==> config.mk <==
export PLATFORM = sky130hd
export DESIGN_NAME = cau_lin
export DESIGN_NICKNAME = d
export VERILOG_FILES = /design/src/complex_arithmetic_unit_assert.svh /design/src/cau_pkg.sv /design/src/cau_lin.sv
export SDC_FILE = /design/constraint.sdc
export NUM_CORES = 2
export LEC_CHECK = 0
export BUFFER_PORTS_ARGS = -buffer_cell sky130_fd_sc_hd__buf_2
export CORE_UTILIZATION = 50
export DETAILED_ROUTE_END_ITERATION = 8
export GPL_ROUTABILITY_DRIVEN = 0
export PLACE_DENSITY = 0.65
export SLEW_MARGIN = 20
export SYNTH_ARGS = -nofsm -noshare
export SYNTH_HDL_FRONTEND = slang
export SYNTH_SLANG_ARGS = --single-unit
==> constraint.sdc <==
create_clock -name clk_i -period 15.6 [get_ports clk_i]
set_input_delay 1.56 -clock clk_i [delete_from_list [all_inputs] [get_ports clk_i]]
set_output_delay 1.56 -clock clk_i [all_outputs]
set_load 0.05 [all_outputs]
==> src/complex_arithmetic_unit_assert.svh <==
// Assertion macros for the complex arithmetic unit.
// They expect clk_i and rst_ni to be visible where they are used.
`ifndef COMPLEX_ARITHMETIC_UNIT_ASSERT_SVH
`define COMPLEX_ARITHMETIC_UNIT_ASSERT_SVH

// The consequent must hold in the cycle in which the antecedent holds.
`define CAU_ASSERT_IMP(lbl, ante, cons, msg) \
  lbl: assert property (@(posedge clk_i) disable iff (!rst_ni) (ante) |-> (cons)) \
    else $error(msg);

// The condition must never hold outside reset.
`define CAU_ASSERT_NEVER(lbl, cond, msg) \
  lbl: assert property (@(posedge clk_i) disable iff (!rst_ni) !(cond)) \
    else $error(msg);

`endif

==> src/cau_pkg.sv <==
`default_nettype none

package cau_pkg;

  localparam int SAMPLE_W     = 16;
  localparam int RES_W        = 33;
  localparam int PROD_W       = 2 * SAMPLE_W;
  localparam int ANG_FRAC     = 40;
  localparam int CORDIC_STEPS = 58;
  // The vector grows by the CORDIC gain to a little above 2^61, so the
  // datapath is 64 bits wide.
  localparam int CORDIC_W     = 64;
  localparam int CORDIC_SH    = 61 - SAMPLE_W;
  localparam int STEP_W       = 14 + ANG_FRAC;
  localparam int Z_W          = 17 + ANG_FRAC;
  localparam int PHASE_W      = 16;
  localparam int SQRT_STEPS   = SAMPLE_W;
  localparam int SQRT_IN_W    = 2 * SQRT_STEPS;
  localparam int SQRT_REM_W   = SQRT_STEPS + 2;
  localparam int LAT_LIN      = 2;
  localparam int LAT_CORDIC   = CORDIC_STEPS + 3;

  typedef enum logic [2:0] {
    OP_ADD,
    OP_SUB,
    OP_MUL,
    OP_MUL_CONJ,
    OP_CONJ,
    OP_MAG_SQ,
    OP_MAG,
    OP_PHASE
  } op_e;

  typedef logic signed [SAMPLE_W-1:0] sample_t;

  typedef struct packed {
    logic signed [RES_W-1:0] re;
    logic signed [RES_W-1:0] im;
  } cplx_res_t;

  typedef struct packed {
    logic swap;
    logic xneg;
    logic yneg;
    logic zero;
  } cordic_flags_t;

  // Shift and subtract division, evaluated at elaboration only.
  function automatic logic [63:0] udiv(input logic [63:0] n, input logic [63:0] d);
    logic [63:0] q;
    logic [63:0] r;
    q = '0;
    r = '0;
    for (int b = 63; b >= 0; b--) begin
      r = {r[62:0], n[b]};
      if (r >= d) begin
        r    = r - d;
        q[b] = 1'b1;
      end
    end
    return q;
  endfunction

  // atan(1/n) in Q62 by its series.
  function automatic logic [63:0] atan_recip(input logic [63:0] n);
    logic [63:0] p;
    logic [63:0] sum;
    logic [63:0] t;
    p   = udiv(64'd1 << 62, n);
    sum = '0;
    for (int k = 0; k < 64; k++) begin
      if (p != 64'd0) begin
        t = udiv(p, 64'(2 * k + 1));
        if ((k % 2) == 0) sum = sum + t;
        else sum = sum - t;
        p = udiv(p, n * n);
      end
    end
    return sum;
  endfunction

  // atan(2^-i) in Q62, i at least one.
  function automatic logic [63:0] atan_pow2(input int i);
    logic [63:0] sum;
    logic [63:0] t;
    int          e;
    sum = '0;
    for (int k = 0; k < 64; k++) begin
      e = i * (2 * k + 1);
      if (e <= 62) begin
        t = udiv(64'd1 << (62 - e), 64'(2 * k + 1));
        if ((k % 2) == 0) sum = sum + t;
        else sum = sum - t;
      end
    end
    return sum;
  endfunction

  // Angle of CORDIC step i in binary angle units with ANG_FRAC fraction bits.
  function automatic logic [STEP_W-1:0] ang_step(input int i);
    logic [63:0] quarter;
    logic [63:0] r;
    logic [63:0] q;
    quarter = (atan_recip(64'd5) << 2) - atan_recip(64'd239);
    r       = '0;
    q       = '0;
    if (i == 0) begin
      q = 64'd1 << (13 + ANG_FRAC);
    end else begin
      r = atan_pow2(i);
      for (int b = 0; b < 13 + ANG_FRAC; b++) begin
        r = r << 1;
        q = q << 1;
        if (r >= quarter) begin
          r    = r - quarter;
          q[0] = 1'b1;
        end
      end
    end
    return q[STEP_W-1:0];
  endfunction

endpackage

`default_nettype wire

==> src/cau_lin.sv <==
`default_nettype none

module cau_lin
  import cau_pkg::*;
(
  input  wire logic      clk_i,
  input  wire logic      en_i,
  input  wire op_e       op_i,
  input  wire sample_t   a_re_i,
  input  wire sample_t   a_im_i,
  input  wire sample_t   b_re_i,
  input  wire sample_t   b_im_i,
  output cplx_res_t      res_o
);

  op_e                        op_q;
  logic signed [PROD_W-1:0]   p0_q, p1_q, p2_q, p3_q;
  logic signed [SAMPLE_W:0]   s_re_q, s_im_q;
  cplx_res_t                  res_q;

  sample_t                    mb_re, mb_im;
  logic signed [SAMPLE_W:0]   s_re_d, s_im_d;
  cplx_res_t                  res_d;

  // For the magnitude ops the multipliers square a instead of forming a times b.
  always_comb begin
    if (op_i == OP_MAG_SQ || op_i == OP_MAG) begin
      mb_re = a_re_i;
      mb_im = a_im_i;
    end else begin
      mb_re = b_re_i;
      mb_im = b_im_i;
    end
  end

  always_comb begin
    unique case (op_i)
      OP_ADD: begin
        s_re_d = (SAMPLE_W + 1)'(a_re_i) + (SAMPLE_W + 1)'(b_re_i);
        s_im_d = (SAMPLE_W + 1)'(a_im_i) + (SAMPLE_W + 1)'(b_im_i);
      end
      OP_SUB: begin
        s_re_d = (SAMPLE_W + 1)'(a_re_i) - (SAMPLE_W + 1)'(b_re_i);
        s_im_d = (SAMPLE_W + 1)'(a_im_i) - (SAMPLE_W + 1)'(b_im_i);
      end
      OP_CONJ: begin
        s_re_d = (SAMPLE_W + 1)'(a_re_i);
        s_im_d = -(SAMPLE_W + 1)'(a_im_i);
      end
      default: begin
        s_re_d = '0;
        s_im_d = '0;
      end
    endcase
  end

  always_ff @(posedge clk_i) begin
    if (en_i) begin
      op_q   <= op_i;
      p0_q   <= a_re_i * mb_re;
      p1_q   <= a_im_i * mb_im;
      p2_q   <= a_re_i * mb_im;
      p3_q   <= a_im_i * mb_re;
      s_re_q <= s_re_d;
      s_im_q <= s_im_d;
    end
  end

  always_comb begin
    unique case (op_q)
      OP_ADD, OP_SUB, OP_CONJ: begin
        res_d.re = RES_W'(s_re_q);
        res_d.im = RES_W'(s_im_q);
      end
      OP_MUL: begin
        res_d.re = RES_W'(p0_q) - RES_W'(p1_q);
        res_d.im = RES_W'(p2_q) + RES_W'(p3_q);
      end
      OP_MUL_CONJ: begin
        res_d.re = RES_W'(p0_q) + RES_W'(p1_q);
        res_d.im = RES_W'(p3_q) - RES_W'(p2_q);
      end
      OP_MAG_SQ, OP_MAG: begin
        res_d.re = RES_W'(p0_q) + RES_W'(p1_q);
        res_d.im = '0;
      end
      OP_PHASE: begin
        res_d.re = '0;
        res_d.im = '0;
      end
    endcase
  end

  always_ff @(posedge clk_i) begin
    if (en_i) res_q <= res_d;
  end

  assign res_o = res_q;

endmodule

`default_nettype wire

==> impl_metrics.ini <==
[timing]
worst_slew_pin_slew_ps = 1116
period_minus_slack_ps = 9454
fin_crit_sh = 0.6060
hold_viol_final = 0
setup_viol = 0
fin_skew_ps = 19.73
slew_violations = 0
tns_ps = 0
rsz0062_at_grt = no
max_freq_mhz = 105.8
slew_headroom = 0.2350

[routing]
wire_per_inst_um = 19.52
first_pass_iters = 6
viasPerCell = 5.521
vias = 41474
drc = 0
drtIter0Drc = 3480
drt_wl_total_mm = 146.6
antenna_left = 0

[hold_path]
worstHoldStart = s_im_q[13]
holdPathStages = 2
min_to = res_o[13]
hp-class = register to register

[setup_path]
r2r_setup_slack_ps = 10150
reg2reg_from = p2_q[4]
reg2regPathDepth = 17
crit_arrival_ps = 9810
setup.worst_path.start_class = input pin
r2r-end = res_o[32]
crit_required_ps = 15950
critPathKind = input pin to register
crit_fanout = 63
endpoint_kind = register

[synth]
synth_seq_cells = 231
synth-simple-area-share = 0.1468
synth-xor-area-share = 0.04238
seq_area_frac_synth = 0.1252
synthCells = 6041
ys_async_sr_fraction = 0
synth_top_family_by_area = adder cells
synth_cell_types = 83
synthAdderAreaFrac = 0.4845
synth_compound_area_frac = 0.09464
syn_area_um2 = 55390
ys_warn_count = 0
postSynthAreaPerCell_um2 = 9.169
synth-edff-count = 231
synth.area.mux_share = 0.003275
syn_nets = 7623
synth_flop_cell = edfxtp_1

[floorplanning]
initial_core_util = 0.5068
placementRows = 121
coreArea_um2 = 109300
dieArea_um2 = 112100
io_pins = 135
chipWidth_um = 334.8
dieHeight_um = 334.8

[global_route]
antenna_found_initial = 7
grt_overflow = 0
grt_pass1_vias = 42438
grt_start_max_net_pins = 126
grtUsageTotal = 0.2703
grt_pass1_wl_mm = 236.2

[cts]
cts_setup_buffers = 0
clkSinkCount = 231
cts-root-buf = clkbuf_16
insertion_delay_ps = 620
cts_buffers = 30
tritoncts = built
cts_max_level = 1
postCtsResizedCells = 0
clk_pin_slew_worst_paths_ps = 60
clk_path_buf_depth = 3
postCtsHoldBufs = 0

[status]
status = completed

[placement]
dp_hpwl_mm = 115.7
postPlaceCellArea_um2 = 57480
port_buffers = 134

[layout]
drive_gt1_frac = 0.05046
fin_area_um2 = 58550
area_growth_pct = 5.710
fillers = 10013
mostFrequentLayoutCells = inv_1, fa_1, nand2_1, ha_1, and2_1
final_common_cell = inv_1
nets = 7583

[flow_run]
max_cap_viol_count = 0
## Yosys cell counts (all sizes together) (25+ instances only)
cell type	n	area (µm²)
inv	1239	4651
fa	1053	21080
nand2	673	2526
ha	460	5756
and2	423	2646
clkbuf	269	1010
nor2	252	945.9
edfxtp	231	6937
a21oi	219	1100
o21ai	205	1026
xnor2	166	1454
xor2	102	893.4
nor2b	78	488.0
a21o	64	480.5
nor3	64	320.3
nand2b	42	262.8
o21a	41	307.8
nand3	30	150.1
o31ai	30	239.0
o21bai	28	210.2
o22ai	28	175.2
a31oi	25	156.4
nor4	25	156.4
## worst max path at each step
stage / endpoint / start / slack [ps] / depth (start not counted)
2_1_floorplan: p0_q[30] / op_i[1] / 6910 / 26
3_3_place_gp: p0_q[30] / op_i[1] / 5670 / 26
3_5_place_dp: p0_q[30] / op_i[0] / 5590 / 26
4_1_cts: p0_q[30] / op_i[1] / 6230 / 26
5_1_grt: p0_q[30] / op_i[1] / 5750 / 26
6_report: p0_q[30] / op_i[1] / 6150 / 26
## per-layer routing
| layer | GRT usage | vias to the layer above | share of wire |
|---|---|---|---|
| met4 | 0.08802 | 2 | 0.035 |
| li1 | - | 18757 | - |
| met3 | 0.02828 | 222 | 0.066 |
| met1 | 0.3781 | 21152 | 0.43 |
| met5 | 0 | - | 0.000048 |
| met2 | 0.4405 | 1341 | 0.47 |
## cell type report
| type | count | area [µm²] | area share |
|---|---|---|---|
| Multi-Input combinational cell | 4291 | 42800 | 0.7310 |
| Sequential cell | 231 | 6937 | 0.1185 |
| Inverter | 1240 | 4654 | 0.07949 |
| Tap cell | 1476 | 1847 | 0.03154 |
| Timing Repair Buffer | 207 | 1241 | 0.02120 |
| Clock buffer | 34 | 787.0 | 0.01344 |
| Clock inverter | 22 | 256.5 | 0.004380 |
| Antenna cell | 11 | 27.53 | 0.0004701 |
## critical path, stage by stage
cell and delay (ps):
buf_2 130, xor2_1 400, and2_2 220, buf_4 590
nand2_1 110, nand2_1 840, and2_1 260, fa_1 420
inv_1 80, fa_1 430, fa_1 500, fa_1 550
inv_1 50, fa_1 490, fa_1 410, ha_1 370
a21o_1 220, a211o_1 290, a211o_1 260, o21a_1 140
a41o_1 290, o41a_1 350, a221o_1 340, a21o_1 180
a21oi_1 160, xnor2_1 80
## through the flow
| stage | instances | setup slack (ps) | hold slack, ps | utilization |
|---|---|---|---|---|
| floorplan | 6041 | 6907 | 490.7 | - |
| detailed placement | 7445 | 5588 | 520.5 | 0.5259 |
| global route | 7505 | 5750 | 566.8 | 0.5355 |
| finish | 7512 | 6146 | 535.5 | 0.5357 |
| global placement | 7445 | 5669 | 515.6 | 0.5259 |
| CTS | 7501 | 6234 | 534.4 | 0.5354 |
## cell families (layout without fill, tap and decap cells)
logic type | count (synthesis) | after routing
adders and majority gates | 1513 | 1513
muxes | 18 | 18
and+or+nand+nor | 1680 | 1680
DFF | 231 | 231
xor gates and xnor gates | 268 | 268
other | 0 | 11
AOI/OAI and AO/OA | 812 | 812
buffers and inverters | 1519 | 1503
## flip-flops by register name, summed over array words and instances (netlist names)
| register | flops |
|---|---|
| op_q | 3 |
| p0_q | 32 |
| p1_q | 32 |
| p2_q | 32 |
| p3_q | 32 |
| res_o | 66 |
| s_im_q | 17 |
| s_re_q | 17 |
Power is not shown: default switching activity piles up to over one toggle a cycle in this logic, so the estimate is an artifact.
