--- src/complex_arithmetic_unit_assert.svh ---
// Assertion macros for the complex arithmetic unit.
// They expect clk_i and rst_ni to be visible where they are used.
`ifndef COMPLEX_ARITHMETIC_UNIT_ASSERT_SVH
`define COMPLEX_ARITHMETIC_UNIT_ASSERT_SVH

// The consequent must hold in the cycle in which the antecedent holds.
`define CAU_ASSERT_IMP(lbl, ante, cons, msg) \
  lbl: assert property (@(posedge clk_i) disable iff (!rst_ni) (ante) |-> (cons)) \
    else $error(msg);

// The condition must never hold outside reset.
`define CAU_ASSERT_NEVER(lbl, cond, msg) \
  lbl: assert property (@(posedge clk_i) disable iff (!rst_ni) !(cond)) \
    else $error(msg);

`endif

--- src/cau_pkg.sv ---
`default_nettype none

package cau_pkg;

  localparam int SAMPLE_W     = 16;
  localparam int RES_W        = 33;
  localparam int PROD_W       = 2 * SAMPLE_W;
  localparam int ANG_FRAC     = 40;
  localparam int CORDIC_STEPS = 58;
  // The vector grows by the CORDIC gain to a little above 2^61, so the
  // datapath is 64 bits wide.
  localparam int CORDIC_W     = 64;
  localparam int CORDIC_SH    = 61 - SAMPLE_W;
  localparam int STEP_W       = 14 + ANG_FRAC;
  localparam int Z_W          = 17 + ANG_FRAC;
  localparam int PHASE_W      = 16;
  localparam int SQRT_STEPS   = SAMPLE_W;
  localparam int SQRT_IN_W    = 2 * SQRT_STEPS;
  localparam int SQRT_REM_W   = SQRT_STEPS + 2;
  localparam int LAT_LIN      = 2;
  localparam int LAT_CORDIC   = CORDIC_STEPS + 3;

  typedef enum logic [2:0] {
    OP_ADD,
    OP_SUB,
    OP_MUL,
    OP_MUL_CONJ,
    OP_CONJ,
    OP_MAG_SQ,
    OP_MAG,
    OP_PHASE
  } op_e;

  typedef logic signed [SAMPLE_W-1:0] sample_t;

  typedef struct packed {
    logic signed [RES_W-1:0] re;
    logic signed [RES_W-1:0] im;
  } cplx_res_t;

  typedef struct packed {
    logic swap;
    logic xneg;
    logic yneg;
    logic zero;
  } cordic_flags_t;

  // Shift and subtract division, evaluated at elaboration only.
  function automatic logic [63:0] udiv(input logic [63:0] n, input logic [63:0] d);
    logic [63:0] q;
    logic [63:0] r;
    q = '0;
    r = '0;
    for (int b = 63; b >= 0; b--) begin
      r = {r[62:0], n[b]};
      if (r >= d) begin
        r    = r - d;
        q[b] = 1'b1;
      end
    end
    return q;
  endfunction

  // atan(1/n) in Q62 by its series.
  function automatic logic [63:0] atan_recip(input logic [63:0] n);
    logic [63:0] p;
    logic [63:0] sum;
    logic [63:0] t;
    p   = udiv(64'd1 << 62, n);
    sum = '0;
    for (int k = 0; k < 64; k++) begin
      if (p != 64'd0) begin
        t = udiv(p, 64'(2 * k + 1));
        if ((k % 2) == 0) sum = sum + t;
        else sum = sum - t;
        p = udiv(p, n * n);
      end
    end
    return sum;
  endfunction

  // atan(2^-i) in Q62, i at least one.
  function automatic logic [63:0] atan_pow2(input int i);
    logic [63:0] sum;
    logic [63:0] t;
    int          e;
    sum = '0;
    for (int k = 0; k < 64; k++) begin
      e = i * (2 * k + 1);
      if (e <= 62) begin
        t = udiv(64'd1 << (62 - e), 64'(2 * k + 1));
        if ((k % 2) == 0) sum = sum + t;
        else sum = sum - t;
      end
    end
    return sum;
  endfunction

  // Angle of CORDIC step i in binary angle units with ANG_FRAC fraction bits.
  function automatic logic [STEP_W-1:0] ang_step(input int i);
    logic [63:0] quarter;
    logic [63:0] r;
    logic [63:0] q;
    quarter = (atan_recip(64'd5) << 2) - atan_recip(64'd239);
    r       = '0;
    q       = '0;
    if (i == 0) begin
      q = 64'd1 << (13 + ANG_FRAC);
    end else begin
      r = atan_pow2(i);
      for (int b = 0; b < 13 + ANG_FRAC; b++) begin
        r = r << 1;
        q = q << 1;
        if (r >= quarter) begin
          r    = r - quarter;
          q[0] = 1'b1;
        end
      end
    end
    return q[STEP_W-1:0];
  endfunction

endpackage

`default_nettype wire

--- src/cau_isqrt.sv ---
`default_nettype none

module cau_isqrt
  import cau_pkg::*;
(
  input  wire logic                   clk_i,
  input  wire logic                   en_i,
  input  wire logic [SQRT_IN_W-1:0]   val_i,
  output logic [SQRT_STEPS-1:0]       root_o
);

  logic [SQRT_REM_W-1:0]  rem_q  [SQRT_STEPS+1];
  logic [SQRT_STEPS-1:0]  root_q [SQRT_STEPS+1];
  logic [SQRT_IN_W-1:0]   rad_q  [SQRT_STEPS+1];

  assign rem_q[0]  = '0;
  assign root_q[0] = '0;
  assign rad_q[0]  = val_i;

  // One result bit per stage, two radicand bits brought down each time.
  for (genvar g = 0; g < SQRT_STEPS; g++) begin : g_step
    logic [SQRT_REM_W+1:0] part;
    logic [SQRT_REM_W+1:0] trial;
    logic                  fits;

    assign part  = {rem_q[g], rad_q[g][SQRT_IN_W-1 -: 2]};
    assign trial = (SQRT_REM_W + 2)'({root_q[g], 2'b01});
    assign fits  = part >= trial;

    always_ff @(posedge clk_i) begin
      if (en_i) begin
        rem_q[g+1]  <= fits ? SQRT_REM_W'(part - trial) : SQRT_REM_W'(part);
        root_q[g+1] <= {root_q[g][SQRT_STEPS-2:0], fits};
        rad_q[g+1]  <= {rad_q[g][SQRT_IN_W-3:0], 2'b00};
      end
    end
  end

  assign root_o = root_q[SQRT_STEPS];

endmodule

`default_nettype wire

--- config.mk ---
export PLATFORM = sky130hd
export DESIGN_NAME = cau_isqrt
export DESIGN_NICKNAME = d
export VERILOG_FILES = /design/src/complex_arithmetic_unit_assert.svh /design/src/cau_pkg.sv /design/src/cau_isqrt.sv
export SDC_FILE = /design/constraint.sdc
export NUM_CORES = 1
export LEC_CHECK = 0
export BUFFER_PORTS_ARGS = -buffer_cell sky130_fd_sc_hd__buf_4
export CELL_PAD_IN_SITES_DETAIL_PLACEMENT = 0
export CELL_PAD_IN_SITES_GLOBAL_PLACEMENT = 1
export CORE_MARGIN = 3
export CORE_UTILIZATION = 45
export CTS_CLUSTER_SIZE = 28
export DETAILED_ROUTE_END_ITERATION = 12
export PLACE_DENSITY = 0.72
export SYNTH_ARGS = -nofsm -noshare
export SYNTH_HDL_FRONTEND = slang
export SYNTH_SLANG_ARGS = --single-unit
export TNS_END_PERCENT = 100
--- constraint.sdc ---
create_clock -name clk_i -period 3.6 [get_ports clk_i]
set_input_delay 0.18 -clock clk_i [delete_from_list [all_inputs] [get_ports clk_i]]
set_output_delay 0.18 -clock clk_i [all_outputs]
set_load 0.02 [all_outputs]
==> flow_summary_export.csv, run 1 <==
group,metric,value,unit
route,via_per_inst,5.18,
power_and_ir_drop,p_sw_frac,0.244,
placed_design,port_buffers,49,
placed_design,post-dp-hpwl,35100,um
synth,synth_seq_cells,626,
worst_hold_path,worstHoldPathCells,1,
setup_path,worstPathArrival,3.46,ns
synth,synthTopCellsByCount,"626 x edfxtp_1, 187 x inv_1, 153 x ha_1",
cts,cts_made_buffers,68,
timing,fmax,0.320,GHz
synth,synth_edf_count,626,
power_and_ir_drop,p_leak,12.6,nW
global_route,gr-total-overflow,0,
floorplan,fp.coreArea,63200,um^2
synth,synth-seq-area-share,0.654,
setup_path,endpoint_kind,"flop",
route,vias,16400,
layout,instances_no_fill,3173,
timing,grt_setup_unrepaired,"no",
power_and_ir_drop,p_per_area,571,nW/um^2
power_and_ir_drop,p_total,18.7,mW
floorplan,start_util,0.455,
cts,post_cts_resized,0,
setup_path,worstPathRequired,3.93,ns
synth,syn_avg_cell_area,13.5,um^2
route,drt-wirelength-per-cell,15.8,um
route,drc,0,
synth,ys.flop_type,"edfxtp_1",
timing,slew_headroom,0.390,
cts,cts-root-buf,"clkbuf_16",
layout,drive_gt1_frac,0.0954,
layout,fillers,5303,
global_route,antenna_found_initial,1,
synth,synth_top_area_share,0.654,
synth,ys_types,87,
timing,timing.setup.tns,0,ns
floorplan,dieArea,67000,um^2
cts,cts_tree,"built",
synth,async_reset_ff_frac,0,
synth,synth_warnings,0,
layout,nets,2466,
setup_path,crit_type,"reg -> reg",
synth,synth_largest_area_cell,"edfxtp_1",
synth,synth_fp_nets,2319,
setup_path,r2r.worst_path.cells,7,
timing,fin_crit,3.13,ns
route,final_antenna_net_count,0,
setup_path,start_kind,"flop",
layout,fin_util,0.519,
global_route,grt_util_all_layers,0.151,
setup_path,cp_max_fo,11,
synth,synthCells,2132,
route,dr.pass1.iters,5,
cts,clockBufferDepth,3,
power_and_ir_drop,clkPwrFrac,0.358,
worst_hold_path,min_path_type,"in -> reg",
status,status,"completed",
power_and_ir_drop,ir_worst_vdd,423,uV
placed_design,dpl.cell_count,3022,
timing,timing.hold.ws,0.134,ns
power_and_ir_drop,pwr-share-seq,0.503,
cts,h-tree-depth,3,
floorplan,die_h,259,um
synth,synth_area_leaders,"edfxtp_1 65%, ha_1 6.7%, xnor2_1 3.2%",
global_route,grt_max_degree,105,
floorplan,ios,50,
floorplan,rows,92,
timing,finalCritPeriodShare,0.869,
global_route,grt_pass1_wl,82400,um
synth,synth_area,28800,um^2
layout,areaGrowthSynthToFinish,14.0,%
power_and_ir_drop,intPower,14.1,mW
placed_design,gp_congestion,0.883,
layout,antenna_cells,0,
cts,clk_pin_slew,0.06,ns
timing,finClkSkew,0.0143,ns
route,drt_wl_total,50100,um
synth,yosysMostFrequentCell,"edfxtp_1",
run,cap_violations,0,
floorplan,die_w,259,um
global_route,grt_pass1_vias,16000,
timing,worst_pin_slew,0.911,ns
power_and_ir_drop,switchingPower,4.57,mW
timing,hold_viol_final,0,
cts,clkLatencyLatePin,0.59,ns
route,drt_iter0_markers,1252,
timing,slew_viol_final,0,
power_and_ir_drop,combPwrFrac,0.139,
cts,cts.sinks,626,
timing,setup_viol,0,
## cell type report
cell class              instances  area, um^2  share of cell area
clock buffers                  86        1810              0.0553
clock inverters                32         332              0.0101
inverters                     188         706              0.0215
multi-input cells            1292        9140               0.279
flip-flops and latches        626       18800               0.573
well taps                     846        1060              0.0323
repair buffers                103         938              0.0286
## registers in the layout, summed over array words and instances, names as in the netlist
name,cells
root_o,16
g_step.trial,120
rad_q,210
g_step.part,280
## power by group through the flow
stage	Combinational, mW	Clock [mW]	Sequential, mW
global route	2.92	7.24	9.50
detailed placement	2.55	0	9.57
CTS	2.59	6.93	9.43
finish	2.59	6.70	9.42
global placement	2.49	0	9.56
floorplan	1.89	0	9.40
## per-layer routing
| metal | global-route usage | vias to the layer above | part of all wire |
|---|---|---|---|
| met1 | 0.218 | 7857 | 0.49 |
| met3 | 0.0286 | 76 | 0.043 |
| li1 | - | 8220 | - |
| met5 | 0 | - | 0 |
| met2 | 0.232 | 286 | 0.44 |
| met4 | 0.0517 | 0 | 0.022 |
## logic make-up after synthesis
logic type / after synthesis / share of synthesized area
AOI/OAI and AO/OA: 392 / 0.0873
xor gates and xnor gates: 172 / 0.0524
adders and majority gates: 153 / 0.0666
buffers and inverters: 214 / 0.0287
DFF: 626 / 0.654
muxes: 36 / 0.0148
other: 1 / 0.000130
and+or+nand+nor: 538 / 0.0965
## placed cells by master (no fill, tap or decap), types with 12 or more instances in the layout
master         Yosys  routed
clkbuf_16          0      70
xnor2_1          105     105
nor3_1            53      53
inv_1            187     187
a21o_1            29      29
o21a_1            41      41
or3_1             19      19
nand4_1           20      20
nand3_1           33      33
nand2b_1          16      16
clkinv_1           0      12
edfxtp_1         626     626
ha_1             153     153
nand2_1          105     105
clkbuf_1          15      16
nor2_1           151     151
xor2_1            67      67
mux2_2            24      24
dlygate4sd3_1      0      33
a21oi_1          144     143
o21ai_0           68      68
nor4_1            30      30
buf_4              1      63
nor2b_1           26      26
## what timing repair did
item | in CTS | in global routing
hold endpoints to repair | 33 | 0
setup buffers | 0 | 0
hold buffers | 33 | 0
## path summary, 6_finish.rpt
kind	end	slack, ns	start
max	g_step[12].part[7]	0.47	g_step[11].part[2]
min reg2reg	g_step[8].part[1]	0.41	rad_q[317]
min	rad_q[431]	0.13	en_i
max reg2reg	g_step[12].part[7]	0.47	g_step[11].part[2]
## worst max-delay path, stage by stage, from the launching register on
cell	delay (ns)
edfxtp_1	0.40
ha_1	0.40
and2b_1	0.17
o2111ai_1	0.14
a21boi_1	0.32
a41oi_1	0.35
o311ai_4	0.69
mux2_2	0.41
## metrics by stage
step           cell area, um^2  worst slack [ns]
5_1_grt                  32800             0.222
2_1_floorplan            28800             0.855
3_3_place_gp             30300             0.591
6_report                 32800             0.471
4_1_cts                  32800             0.490
3_5_place_dp             30300             0.518
No activity file was read; power rests on OpenSTA's default activity.
==> inputs of run 2 (changes only) <==
--- a/config.mk
+++ b/config.mk
@@ -11,6 +11,6 @@
 export CORE_MARGIN = 3
-export CORE_UTILIZATION = 45
+export CORE_UTILIZATION = 53
 export CTS_CLUSTER_SIZE = 28
 export DETAILED_ROUTE_END_ITERATION = 12
-export PLACE_DENSITY = 0.72
+export PLACE_DENSITY = 0.82
 export SYNTH_ARGS = -nofsm -noshare
--- a/constraint.sdc
+++ b/constraint.sdc
@@ -3,2 +3,2 @@
 set_output_delay 0.18 -clock clk_i [all_outputs]
-set_load 0.02 [all_outputs]
+set_load 0.005 [all_outputs]
==> flow_summary_export.csv, run 2 (synthesis gave the netlist of run 1 again) <==
group,metric,value,unit
timing,finalCritPeriodShare,0.859,
global_route,antenna_found_initial,0,
setup_path,cp_top_family,"compound AO/OA/AOI/OAI gates",
cts,cts_made_buffers,66,
timing,setup_slack,0.509,ns
route,drt_iter0_markers,1271,
placed_design,port_buffers,49,
global_route,grt_max_degree,99,
power_and_ir_drop,p_total,18.7,mW
setup_path,worstPathArrival,3.44,ns
timing,timing.setup.tns,0,ns
setup_path,r2r-end,"g_step[12].part[7]",
floorplan,die_w,239,um
timing,fin_crit,3.09,ns
layout,largest_reg_flops,280,
power_and_ir_drop,p_leak,12.6,nW
cts,cts-root-buf,"clkbuf_16",
route,drt_wl_total,49500,um
layout,final_cell_mix,"626 x edfxtp_1, 187 x inv_1, 153 x ha_1, 151 x nor2_1, 144 x a21oi_1",
layout,nets,2468,
status,status,"completed",
layout,register_area,18800,um^2
floorplan,die_h,239,um
layout,antenna_cells,0,
cts,clk_pin_slew,0.06,ns
route,vias,16500,
power_and_ir_drop,ir_worst_vdd,428,uV
layout,multiInputGateArea,9140,um^2
timing,slew_viol_final,0,
layout,design_area,32600,um^2
worst_hold_path,min_path_type,"in -> reg",
setup_path,rr_startpoint,"g_step[11].part[2]",
cts,clkLatencyLatePin,0.60,ns
cts,cts.sinks,626,
power_and_ir_drop,p_per_area,574,nW/um^2
route,dr.pass1.iters,5,
cts,clockBufferDepth,3,
global_route,grt_pass1_wl,83000,um
setup_path,crit_type,"reg -> reg",
layout,areaGrowthSynthToFinish,13.5,%
cts,cts_tree,"built",
setup_path,start_kind,"flop",
setup_path,slowest_delay,0.67,ns
floorplan,ios,50,
setup_path,endpoint_kind,"flop",
placed_design,gp_congestion,0.856,
cts,post_cts_resized,0,
timing,slew_headroom,0.465,
placed_design,post-dp-hpwl,34700,um
layout,final_common_cell,"edfxtp_1",
timing,worst_pin_slew,0.802,ns
worst_hold_path,worstHoldPathCells,1,
timing,grt_setup_unrepaired,"no",
worst_hold_path,min_to,"rad_q[362]",
timing,setup_viol,0,
layout,fin_util,0.615,
setup_path,worstPathRequired,3.95,ns
setup_path,r2r.worst_path.cells,7,
floorplan,fp.coreArea,53100,um^2
worst_hold_path,hold_start,"en_i",
setup_path,cp_max_fo,11,
route,final_antenna_net_count,0,
setup_path,cp_slowest_cell,"o311ai_4",
placed_design,dpl-instance-area,30100,um^2
placed_design,pre_cts_ws,0.564,ns
timing,finClkSkew,0.0208,ns
global_route,grt_util_all_layers,0.180,
floorplan,rows,84,
global_route,gr-total-overflow,0,
route,drt-wirelength-per-cell,16.4,um
timing,fmax,0.324,GHz
floorplan,dieArea,57100,um^2
setup_path,worstPathCellList,"ha_1 -> and2b_1 -> o2111ai_1 -> a21boi_1 -> a41oi_1 -> o311ai_4 -> mux2_2",
route,drc,0,
run,cap_violations,0,
route,via_per_inst,5.46,
floorplan,start_util,0.542,
global_route,grt_pass1_vias,16300,
setup_path,r2r_slack,0.51,ns
layout,fillers,3898,
layout,drive_gt1_frac,0.0970,
cts,h-tree-depth,3,
setup_path,cp.buffers_inverters,0,
timing,hold_viol_final,0,
run 2: cell count changes in the layout (fill, tap and decap cells not counted), sizes merged:
cell and delta:
clkbuf -8, bufinv +2, clkinv +5, buf +4, inv +1
run 2: power breakdown:
group,switching (mW),leakage [nW],internal [mW]
clock network,2.75,1.05,3.99
logic,1.40,5.58,1.17
registers,0.449,5.99,8.97
run 2: stage by stage:
stage | hold slack, ns | cells
2_1_floorplan | 0.279 | 2132
3_3_place_gp | 0.358 | 2868
3_5_place_dp | 0.359 | 2868
4_1_cts | 0.116 | 3019
5_1_grt | 0.144 | 3019
6_report | 0.116 | 3019
run 2: area by class of cell:
class | instances | area share
Multi-Input combinational cell | 1292 | 0.280
Clock buffer | 78 | 0.0520
Inverter | 188 | 0.0216
Clock inverter | 40 | 0.0145
Sequential cell | 626 | 0.576
Timing Repair Buffer | 107 | 0.0297
Tap cell | 688 | 0.0264
run 2: per-layer routing:
layer  wire length (um)  track usage  vias to the layer above
met5                  0            0                        -
met4               1060       0.0570                        0
met3               2120       0.0277                       80
met2              22600        0.282                      322
met1              23700        0.262                     7835
li1                   -            -                     8254
run 2: worst max-delay path by stage:
stage,cells past startpoint,from,slack [ns],to
global placement,8,g_step[7].part[2],0.62,g_step[8].part[6]
floorplan,9,g_step[7].part[2],0.85,g_step[8].part[10]
detailed placement,8,g_step[7].part[2],0.56,g_step[8].part[6]
CTS,8,g_step[7].part[2],0.55,g_step[8].part[6]
finish,7,g_step[11].part[2],0.51,g_step[12].part[7]
global route,9,g_step[12].part[2],0.32,g_step[13].part[15]
run 2: timing repair:
action | 4_1_cts | 5_1_grt
hold endpoints to repair | 33 | 0
setup buffers | 0 | 0
hold buffers | 33 | 0
==> inputs of run 3 (changes only) <==
Settings changed: ABC_AREA from default to 1, CORE_UTILIZATION 53 to 51, PLACE_DENSITY 0.82 to 0.83.
Clock period 3.6 ns to 3.3 ns, I/O delays scaled along.
==> flow_summary_export.csv, run 3 <==
group,metric,value,unit
setup_path,r2r-end,"g_step[4].part[4]",
floorplan,start_util,0.518,
placed_design,dpl.cell_count,4148,
power_and_ir_drop,p_leak,15.5,nW
route,final_antenna_net_count,0,
power_and_ir_drop,pwr-share-seq,0.480,
timing,setup_slack,0.794,ns
global_route,grt_util_all_layers,0.221,
cts,cts_tree,"built",
setup_path,endpoint,"g_step[4].part[4]",
setup_path,worstPathRequired,3.65,ns
timing,worst_pin_slew,0.859,ns
power_and_ir_drop,intPower,15.5,mW
setup_path,crit_type,"reg -> reg",
layout,final_common_cell,"nand2_1",
timing,slew_headroom,0.427,
setup_path,cp_slowest_cell,"nor2_2",
setup_path,crit_cells,11,
cts,cts_made_buffers,69,
route,drt_wl_total,72000,um
timing,slew_viol_final,0,
synth,synth_area_leaders,"edfxtp_1 58%, nand2_1 10%, ha_1 6.0%",
setup_path,endpoint_kind,"flop",
timing,finalCritPeriodShare,0.759,
timing,fmax,0.399,GHz
setup_path,slowest_delay,0.50,ns
timing,timing.hold.ws,0.127,ns
power_and_ir_drop,combPwrFrac,0.167,
layout,drive_gt1_frac,0.0851,
setup_path,crit_path_frequent_cell,"nand2_1",
route,drt-wirelength-per-cell,16.7,um
synth,synthCells,3266,
layout,largest_reg_flops,280,
synth,yosysMostFrequentCell,"nand2_1",
floorplan,die_h,257,um
placed_design,gp_congestion,0.901,
route,dr.pass1.iters,6,
power_and_ir_drop,p_per_area,591,nW/um^2
global_route,antenna_found_initial,0,
layout,design_area,36200,um^2
timing,finClkSkew,0.0315,ns
layout,final_cell_mix,"889 x nand2_1, 626 x edfxtp_1, 474 x inv_1, 260 x nor2_1, 193 x nand3_1",
timing,hold_viol_final,0,
power_and_ir_drop,p_sw_frac,0.277,
power_and_ir_drop,ir_worst_vdd,492,uV
synth,synth_seq_cells,626,
route,drc,0,
global_route,grt_pass1_wl,116000,um
timing,setup_viol,0,
cts,clk_pin_slew,0.06,ns
synth,synth_largest_area_cell,"edfxtp_1",
synth,synth_edf_count,626,
setup_path,worstPathCellList,"inv_1 -> ha_1 -> nand3b_1 -> nand2_1 -> nand2_1 -> nand2_2 -> nor2_2 -> nand2_1 -> nor2_2 -> buf_4 -> o21ai_0",
layout,instances_no_fill,4304,
placed_design,dpl-instance-area,33600,um^2
status,status,"completed",
global_route,grt_pass1_vias,21700,
synth,syn_avg_cell_area,9.85,um^2
floorplan,ios,50,
cts,clockBufferDepth,3,
synth,synth_area,32200,um^2
setup_path,rr_startpoint,"g_step[3].part[0]",
power_and_ir_drop,clkPwrFrac,0.354,
synth,synthTopCellsByCount,"889 x nand2_1, 626 x edfxtp_1, 474 x inv_1",
layout,antenna_cells,0,
cts,h-tree-depth,3,
layout,areaGrowthSynthToFinish,12.7,%
synth,synth-seq-area-share,0.585,
floorplan,rows,91,
run,cap_violations,0,
synth,ys_types,46,
global_route,gr-total-overflow,0,
synth,synth_top_area_share,0.585,
route,vias,22300,
route,drt_iter0_markers,1770,
synth,ys.flop_type,"edfxtp_1",
floorplan,dieArea,66100,um^2
setup_path,cp_max_fo,15,
timing,fin_crit,2.51,ns
cts,cts.sinks,626,
setup_path,r2r_slack,0.79,ns
global_route,grt_max_degree,97,
power_and_ir_drop,switchingPower,5.94,mW
floorplan,fp.coreArea,62100,um^2
timing,timing.setup.tns,0,ns
placed_design,port_buffers,49,
synth,synth_warnings,0,
synth,async_reset_ff_frac,0,
synth,synth_fp_nets,3453,
setup_path,cp_top_family,"simple AND/OR/NAND/NOR gates",
worst_hold_path,min_path_type,"in -> reg",
cts,clkLatencyLatePin,0.60,ns
route,via_per_inst,5.17,
floorplan,die_w,257,um
layout,nets,3602,
timing,grt_setup_unrepaired,"no",
setup_path,worstPathArrival,2.85,ns
setup_path,r2r.worst_path.cells,11,
cts,cts-root-buf,"clkbuf_16",
setup_path,start_kind,"flop",
placed_design,pre_cts_ws,0.808,ns
setup_path,cp.buffers_inverters,2,
setup_path,startpoint,"g_step[3].part[0]",
placed_design,post-dp-hpwl,55000,um
-- run 3: final cells by class --
class / instances / area, um^2
Inverter: 488 / 1840
Tap cell: 837 / 1050
Fill cell: 5265 / 25800
Sequential cell: 626 / 18800
Clock buffer: 87 / 1840
Clock inverter: 36 / 414
Timing Repair Buffer: 103 / 1000
Multi-Input combinational cell: 2127 / 11300
-- run 3: worst min-delay path by stage --
stage,slack (ns),endpoint,cells past startpoint,start
after global placement,0.34,rad_q[493],1,val_i[11]
final,0.13,rad_q[394],1,en_i
after floorplan,0.26,g_step[1].part[0],0,val_i[28]
after detailed placement,0.34,rad_q[496],1,val_i[14]
after CTS,0.13,rad_q[394],1,en_i
after global routing,0.15,rad_q[394],1,en_i
-- run 3: power groups by stage --
| stage | Sequential [mW] | Combinational (mW) | Clock [mW] |
|---|---|---|---|
| 2_1_floorplan | 10.2 | 2.56 | 0 |
| 3_3_place_gp | 10.4 | 3.47 | 0 |
| 3_5_place_dp | 10.4 | 3.52 | 0 |
| 4_1_cts | 10.3 | 3.57 | 7.76 |
| 5_1_grt | 10.3 | 4.09 | 8.10 |
| 6_report | 10.3 | 3.57 | 7.58 |
-- run 3: timing repair --
item | in CTS | in global routing
resized for setup | 0 | 0
endpoints found under the hold margin | 33 | 0
setup buffers | 0 | 0
hold buffers | 33 | 0
-- run 3: per-layer routing --
| metal | vias up | global-route usage | wire length (um) |
|---|---|---|---|
| li1 | 11200 | - | - |
| met1 | 10500 | 0.307 | 33100 |
| met2 | 465 | 0.360 | 33900 |
| met3 | 123 | 0.0375 | 3240 |
| met4 | 0 | 0.0608 | 1780 |
| met5 | - | 0 | 0 |
-- run 3: cell families after synthesis --
| family | synth area share |
|---|---|
| AOI/OAI and AO/OA | 0.0610 |
| and+or+nand+nor | 0.205 |
| DFF | 0.585 |
| other | 0.000117 |
| xor gates and xnor gates | 0.0259 |
| adders and majority gates | 0.0595 |
| buffers and inverters | 0.0642 |
-- run 3: stage by stage --
stage                     power [mW]  utilization
after CTS                       21.6        0.584
after global routing            22.5        0.584
after floorplan                 12.7            -
after global placement          13.9        0.542
final                           21.4        0.584
after detailed placement        13.9        0.542
-- run 3: worst reg2reg max path: stages (launching register included) --
cell      delay, ns
edfxtp_1       0.49
inv_1          0.13
ha_1           0.19
nand3b_1       0.12
nand2_1        0.09
nand2_1        0.08
nand2_2        0.09
nor2_2         0.13
nand2_1        0.09
nor2_2         0.50
buf_4          0.26
o21ai_0        0.08
